--- src/rtl/plvt_pkg.sv ---
`timescale 1ns / 1ps
// ----------------------------------------------------------------------------
// Pending I/O latency tracker package
// Table geometry, field widths, action codes, divider constants and the
// shared types of the tracker.
// ----------------------------------------------------------------------------
package plvt_pkg;

  localparam int unsigned TABLE_BITS = 11;
  localparam int unsigned WAYS       = 4;
  localparam int unsigned BUCKETS    = 1 << TABLE_BITS;

  localparam int unsigned ACTION_W   = 32;
  localparam int unsigned KEY_W      = 64;
  localparam int unsigned TIME_W     = 64;
  localparam int unsigned OUTCOME_W  = 3;
  localparam int unsigned CNT_W      = 14;
  localparam int unsigned SEC_W      = 35;

  localparam int unsigned CODE_W     = 16;
  localparam int unsigned NOTIFY_POS = 26;
  localparam logic [CODE_W-1:0] CODE_ISSUE    = CODE_W'(7);
  localparam logic [CODE_W-1:0] CODE_COMPLETE = CODE_W'(8);

  localparam int unsigned HASH_S1 = 18;
  localparam int unsigned HASH_S2 = 51;
  localparam int unsigned HASH_S3 = 54;
  localparam int unsigned HASH_S4 = 57;
  localparam int unsigned HASH_S5 = 61;
  localparam int unsigned HASH_S6 = 63;

  localparam longint unsigned NS_PER_SEC = 64'd1000000000;
  localparam int unsigned DIV_SHIFT    = 9;
  localparam int unsigned DIV_ODD_W    = 21;
  localparam logic [DIV_ODD_W-1:0] DIV_ODD = DIV_ODD_W'(NS_PER_SEC >> DIV_SHIFT);
  localparam int unsigned MUL_W        = 32;
  localparam int unsigned MUL_STEPS    = 4;
  localparam int unsigned RECIP_SHIFT  = TIME_W - DIV_SHIFT + DIV_ODD_W;
  localparam int unsigned RECIP_CALC_W = RECIP_SHIFT + 1;
  localparam logic [RECIP_CALC_W-1:0] RECIP_CALC =
    ((RECIP_CALC_W'(1) << RECIP_SHIFT) + RECIP_CALC_W'(DIV_ODD) - RECIP_CALC_W'(1)) /
    RECIP_CALC_W'(DIV_ODD);
  localparam logic [2*MUL_W-1:0] RECIP = RECIP_CALC[2*MUL_W-1:0];
  localparam int unsigned ACC_W        = RECIP_SHIFT + SEC_W;
  localparam int unsigned DIV_CNT_W    = $clog2(MUL_STEPS + 1);

  typedef enum logic [OUTCOME_W-1:0] {
    OUT_IGNORED   = 3'd0,
    OUT_STORED    = 3'd1,
    OUT_DUPLICATE = 3'd2,
    OUT_FULL      = 3'd3,
    OUT_MATCHED   = 3'd4,
    OUT_UNMATCHED = 3'd5
  } outcome_e;

  typedef enum logic [2:0] {
    ST_CLEAR,
    ST_IDLE,
    ST_HASH,
    ST_READ,
    ST_MODIFY,
    ST_LATENCY,
    ST_WAIT
  } state_e;

  typedef struct packed {
    logic [KEY_W-1:0]  sector;
    logic [TIME_W-1:0] dispatch;
  } slot_t;

  typedef logic  [WAYS-1:0] way_vec_t;
  typedef slot_t [WAYS-1:0] slot_row_t;

endpackage

--- src/rtl/plvt_sec_div.sv ---
`timescale 1ns / 1ps
// ----------------------------------------------------------------------------
// Seconds divider
// Divides a nanosecond time by one billion: drops the factor 2^9 by a shift,
// then multiplies by the scaled reciprocal of 1953125, one 32 by 32 partial
// product a cycle, and keeps the top bits of the product.
// ----------------------------------------------------------------------------
module plvt_sec_div import plvt_pkg::*; (
  input  logic              clk_i,
  input  logic              rst_ni,
  input  logic              start_i,
  input  logic [TIME_W-1:0] time_i,
  output logic              done_o,
  output logic [SEC_W-1:0]  quot_o
);

  logic [TIME_W-1:0]    num_q;
  logic [ACC_W-1:0]     acc_q, acc_d;
  logic [DIV_CNT_W-1:0] cnt_q;
  logic [MUL_W-1:0]     mul_a, mul_b;
  logic [2*MUL_W-1:0]   mul_p;
  logic [ACC_W-1:0]     addend;

  always_comb begin
    mul_a = cnt_q[1] ? num_q[TIME_W-1:MUL_W] : num_q[MUL_W-1:0];
    mul_b = cnt_q[0] ? RECIP[2*MUL_W-1:MUL_W] : RECIP[MUL_W-1:0];
    mul_p = (2*MUL_W)'(mul_a) * (2*MUL_W)'(mul_b);
    case (cnt_q[1:0]) inside
      2'd0:       addend = ACC_W'(mul_p);
      2'd1, 2'd2: addend = ACC_W'(mul_p) << MUL_W;
      default:    addend = ACC_W'(mul_p) << (2*MUL_W);
    endcase
    acc_d = acc_q + addend;
  end

  always_ff @(posedge clk_i or negedge rst_ni) begin
    if (!rst_ni) begin
      cnt_q <= DIV_CNT_W'(MUL_STEPS);
    end else if (start_i) begin
      cnt_q <= '0;
    end else if (!done_o) begin
      cnt_q <= cnt_q + DIV_CNT_W'(1);
    end
  end

  always_ff @(posedge clk_i) begin
    if (start_i) begin
      num_q <= time_i >> DIV_SHIFT;
      acc_q <= '0;
    end else if (!done_o) begin
      acc_q <= acc_d;
    end
  end

  assign done_o = (cnt_q == DIV_CNT_W'(MUL_STEPS));
  assign quot_o = acc_q[RECIP_SHIFT +: SEC_W];

endmodule

--- config.mk ---
export PLATFORM = sky130hd
export DESIGN_NAME = plvt_sec_div
export DESIGN_NICKNAME = d
export VERILOG_FILES = /design/src/rtl/plvt_pkg.sv /design/src/rtl/plvt_sec_div.sv
export SDC_FILE = /design/constraint.sdc
export NUM_CORES = 2
export LEC_CHECK = 0
export ABC_AREA = 1
export ABC_CLOCK_PERIOD_IN_PS = 11800
export CORE_MARGIN = 1
export CORE_UTILIZATION = 48
export CTS_CLUSTER_DIAMETER = 30
export CTS_CLUSTER_SIZE = 25
export DETAILED_ROUTE_END_ITERATION = 8
export DONT_BUFFER_PORTS = 1
export GPL_ROUTABILITY_DRIVEN = 1
export PLACE_DENSITY_LB_ADDON = 0.12
export SETUP_SLACK_MARGIN = 0.1
export SYNTH_ARGS = -nofsm -noshare
export SYNTH_HDL_FRONTEND = slang
export SYNTH_SLANG_ARGS = --single-unit
--- constraint.sdc ---
create_clock -name clk_i -period 11.8 [get_ports clk_i]
set_input_delay 0.59 -clock clk_i [delete_from_list [all_inputs] [get_ports clk_i]]
set_output_delay 0.59 -clock clk_i [all_outputs]
set_load 0.05 [all_outputs]
==> parameters.txt <==
Parameter                              Value

Synth
  Distinct cell type count of the synthesized netlist ... 55
  Synthesized instance count ... 5507
  Average instance area after synthesis ... 7.09 sq um
  Synth async-reset ratio ... 0.0178
  Proportion of synthesized chip area in sequential cells ... 0.101
  Warnings from Yosys ... 0
  Most frequently used flop master after synthesis ... sky130_fd_sc_hd__dfxtp_1
  Number of storage elements in the synthesis netlist ... roughly 170
  Netlist Area Pre-Place ... 39100 sq um
  Number of flops mapped to enable cells by yosys ... 55

GRT
  GR Util met1 ... 0.432
  First-pass GRT wire length ... 224000 microns
  Met2 Usage GRT ... 0.649
  Pin count of the biggest net entering global routing ... 155
  Initial antenna violation count ... 1
  Total Routing Usage GR ... 0.377
  Total overflow reported by the global router ... 0
  Via count of the first global-routing pass ... 35831
  Most utilized layer in the global route result ... met2
  GR Util met3 ... 0.0624

CTS
  Clock tree from TritonCTS ... yes
  Clock latency of the later-clocked register in the worst-skew pair ... 0.56 ns
  Maximum number of buffers from clock root to sink ... 2
  H-Tree Depth ... 4
  TritonCTS sink count ... 169
  Post-CTS Setup Inserts ... 0
  Clock input transition at the sequential cells of the worst setup and hold paths ... 0.10 ns
  Clock root cell ... sky130_fd_sc_hd__clkbuf_16
  TritonCTS buffer count ... 17

Hold path
  Worst Hold Path Cells ... 0
  Source of the worst hold timing path ... time_i[38]
  Destination of the worst hold path ... num_q[29]
  Path category of the worst min-delay check ... primary input to flop

Flow run
  Maxcap violations ... 0

Place
  Final estimated routing congestion in global placement ... ~1.0
  Buffers on Ports ... 0
  HPWL Detailed ... 132000 microns

Drt
  DRC violation count after routing ... 0
  WL/cell ... 23.1 microns
  First-pass iteration count of the detailed router ... 7
  Vias per Instance ... around 5.3
  Vias ... 34931
  Routed WL ... 151000 microns
  Residual antenna-violating net count after detailed routing ... 0
  DR iter-0 viols ... 2473

Setup path
  Worst R2R End ... acc_q[77]
  Largest fanout on the critical path ... 27
  Required time reported for the critical path endpoint ... roughly 12 ns
  Maximum single-stage delay on the critical path ... 0.56 ns
  Crit Path Category ... flop to flop
  Critical Path Start Type ... flop
  Depth of the most critical reg-to-reg path ... 41
  Slowest cell on crit path ... sky130_fd_sc_hd__fa_1
  Endpoint class of the critical path ... flop
  Worst reg2reg startpoint ... cnt_q[1]
  Setup slack of the most critical reg-to-reg path ... around 0.74 ns
  CP Data Arrival Time ... 11.52 ns

STA
  Final setup violation count ... 0
  Slew Limit Headroom ... 0.234
  Maximum achievable frequency ... 0.0904 GHz
  Fin crit period ... 11.06 ns
  Slew Limit Fails ... 0
  Total Neg Setup Slack ... 0 ns
  Post-route fraction of the period consumed by the critical path ... 0.938
  Number of hold-slack violations in the final timing report ... 0
  RSZ-0062 raised after global routing ... false
  Slew at the pin closest to its max-slew limit ... 1.14 ns
  Worst Clk Skew ... slightly below 0.03 ns

Floorplan
  Die Span Y ... 287 microns
  Top Ports ... slightly above 100
  DIE AREA ... 82500 sq um
  Die W ... 287 microns
  Number of rows in the core area ... 104
  Placeable Area ... 80500 sq um
  Effective utilization at floorplan ... 0.485

Cells and area
  Highest-count cells in the layout ignoring fill and taps ... 1209 x sky130_fd_sc_hd__inv_1, 964 x sky130_fd_sc_hd__nand2_1, 726 x sky130_fd_sc_hd__nor2_1, 510 x sky130_fd_sc_hd__ha_1, 470 x sky130_fd_sc_hd__fa_1
  Share of final-layout standard cells stronger than drive strength 1 ... 0.0580
  Area growth syn-to-layout ... 4.51%
  Nets ... 6513
  Most common library cell in the layout ignoring fill and taps ... sky130_fd_sc_hd__inv_1

Run status
  Status ... finished clean
[cell type report]
class,count,area (sq um)
Sequential cell,169,3950
Tap cell,1060,1330
Inverter,1254,4710
Timing Repair Buffer,53,400
Antenna cell,1,2.50
Clock buffer,18,450
Multi-Input combinational cell,3971,29800
Fill cell,8356,39700
Clock inverter,14,148
[worst max path at each step]
| stage | slack (ns) | end | from |
|---|---|---|---|
| detailed placement | 1.04 | acc_q[97] | cnt_q[1] |
| floorplan | 2.97 | acc_q[103] | cnt_q[1] |
| global route | 0.14 | acc_q[58] | cnt_q[1] |
| CTS | 1.02 | acc_q[77] | cnt_q[1] |
| global placement | 1.10 | acc_q[77] | cnt_q[1] |
| finish | 0.74 | acc_q[77] | cnt_q[1] |
[cells in the mapped netlist, types with 13 or more instances]
| cell type | number | share of area |
|---|---|---|
| sky130_fd_sc_hd__a21o_1 | 13 | 0.0025 |
| sky130_fd_sc_hd__a21oi_1 | 297 | 0.038 |
| sky130_fd_sc_hd__a31oi_1 | 14 | 0.0022 |
| sky130_fd_sc_hd__buf_4 | 37 | 0.0071 |
| sky130_fd_sc_hd__clkbuf_1 | 99 | 0.0095 |
| sky130_fd_sc_hd__dfxtp_1 | 111 | 0.057 |
| sky130_fd_sc_hd__edfxtp_1 | 55 | 0.042 |
| sky130_fd_sc_hd__fa_1 | 470 | 0.24 |
| sky130_fd_sc_hd__ha_1 | 510 | 0.16 |
| sky130_fd_sc_hd__inv_1 | 1209 | 0.12 |
| sky130_fd_sc_hd__inv_2 | 41 | 0.0039 |
| sky130_fd_sc_hd__nand2_1 | 965 | 0.093 |
| sky130_fd_sc_hd__nand2_2 | 36 | 0.0058 |
| sky130_fd_sc_hd__nand3_1 | 194 | 0.025 |
| sky130_fd_sc_hd__nand3_2 | 19 | 0.0049 |
| sky130_fd_sc_hd__nand4_1 | 32 | 0.0051 |
| sky130_fd_sc_hd__nor2_1 | 727 | 0.070 |
| sky130_fd_sc_hd__nor2_2 | 50 | 0.0080 |
| sky130_fd_sc_hd__nor3_1 | 28 | 0.0036 |
| sky130_fd_sc_hd__nor3_2 | 13 | 0.0033 |
| sky130_fd_sc_hd__o21a_1 | 13 | 0.0025 |
| sky130_fd_sc_hd__o21ai_0 | 257 | 0.033 |
| sky130_fd_sc_hd__o21ai_1 | 44 | 0.0056 |
| sky130_fd_sc_hd__o21ai_2 | 14 | 0.0031 |
| sky130_fd_sc_hd__o21bai_1 | 41 | 0.0079 |
| sky130_fd_sc_hd__o22ai_1 | 14 | 0.0022 |
| sky130_fd_sc_hd__or2_2 | 24 | 0.0038 |
| sky130_fd_sc_hd__xnor2_1 | 39 | 0.0087 |
| sky130_fd_sc_hd__xor2_1 | 57 | 0.013 |
[through the flow]
step | utilization | hold slack [ns] | setup WS (ns) | std cells | cell area, sq um
floorplan | - | 0.294 | 2.97 | 5541 | 39200
global placement | 0.499 | 0.294 | 1.10 | 6506 | 40200
detailed placement | 0.499 | 0.294 | 1.04 | 6506 | 40200
CTS | 0.507 | 0.0923 | 1.02 | 6539 | 40800
global route | 0.507 | 0.109 | 0.135 | 6539 | 40800
finish | 0.507 | 0.119 | 0.736 | 6540 | 40800
[state kept, by name, indices dropped and copies added, names as in the netlist]
register	count
acc_q	111
num_q	55
cnt_q	3
[repair_timing]
action                                 CTS  global route
endpoints found under the hold margin    3             0
gates resized for setup                  0             0
hold buffers                             1             0
[kinds of logic (layout without fill, tap and decap cells)]
group                      count (synthesis)  in the layout  share of synthesized area
other                                      2             37                   0.000192
AOI/OAI and AO/OA                        741            741                      0.106
and+or+nand+nor                         2118           2118                      0.229
xor gates and xnor gates                  96             96                     0.0215
adders and majority gates                980            980                      0.404
buffers and inverters                   1401           1339                      0.139
DFF                                      169            169                      0.101
[worst max-delay path, delay by kind of cell, from the launching register on]
kind,cells,cell delay [ns]
adder cells (fa/ha/maj),10,4.42
AND/OR/NAND/NOR,14,3.00
AO/OA/AOI/OAI,10,2.04
buffers and inverters,7,1.04
flip-flops,1,0.40
[routing by layer]
| layer | part of all wire | wire [microns] | vias to the layer above |
|---|---|---|---|
| met4 | 0.075 | 11300 | 2 |
| li1 | - | - | 16858 |
| met1 | 0.38 | 57600 | 16488 |
| met3 | 0.061 | 9270 | 379 |
| met5 | 0.000086 | 13 | - |
| met2 | 0.48 | 72900 | 1204 |
Power is not shown: default switching activity piles up to over one toggle a cycle in this logic, so the estimate is an artifact.
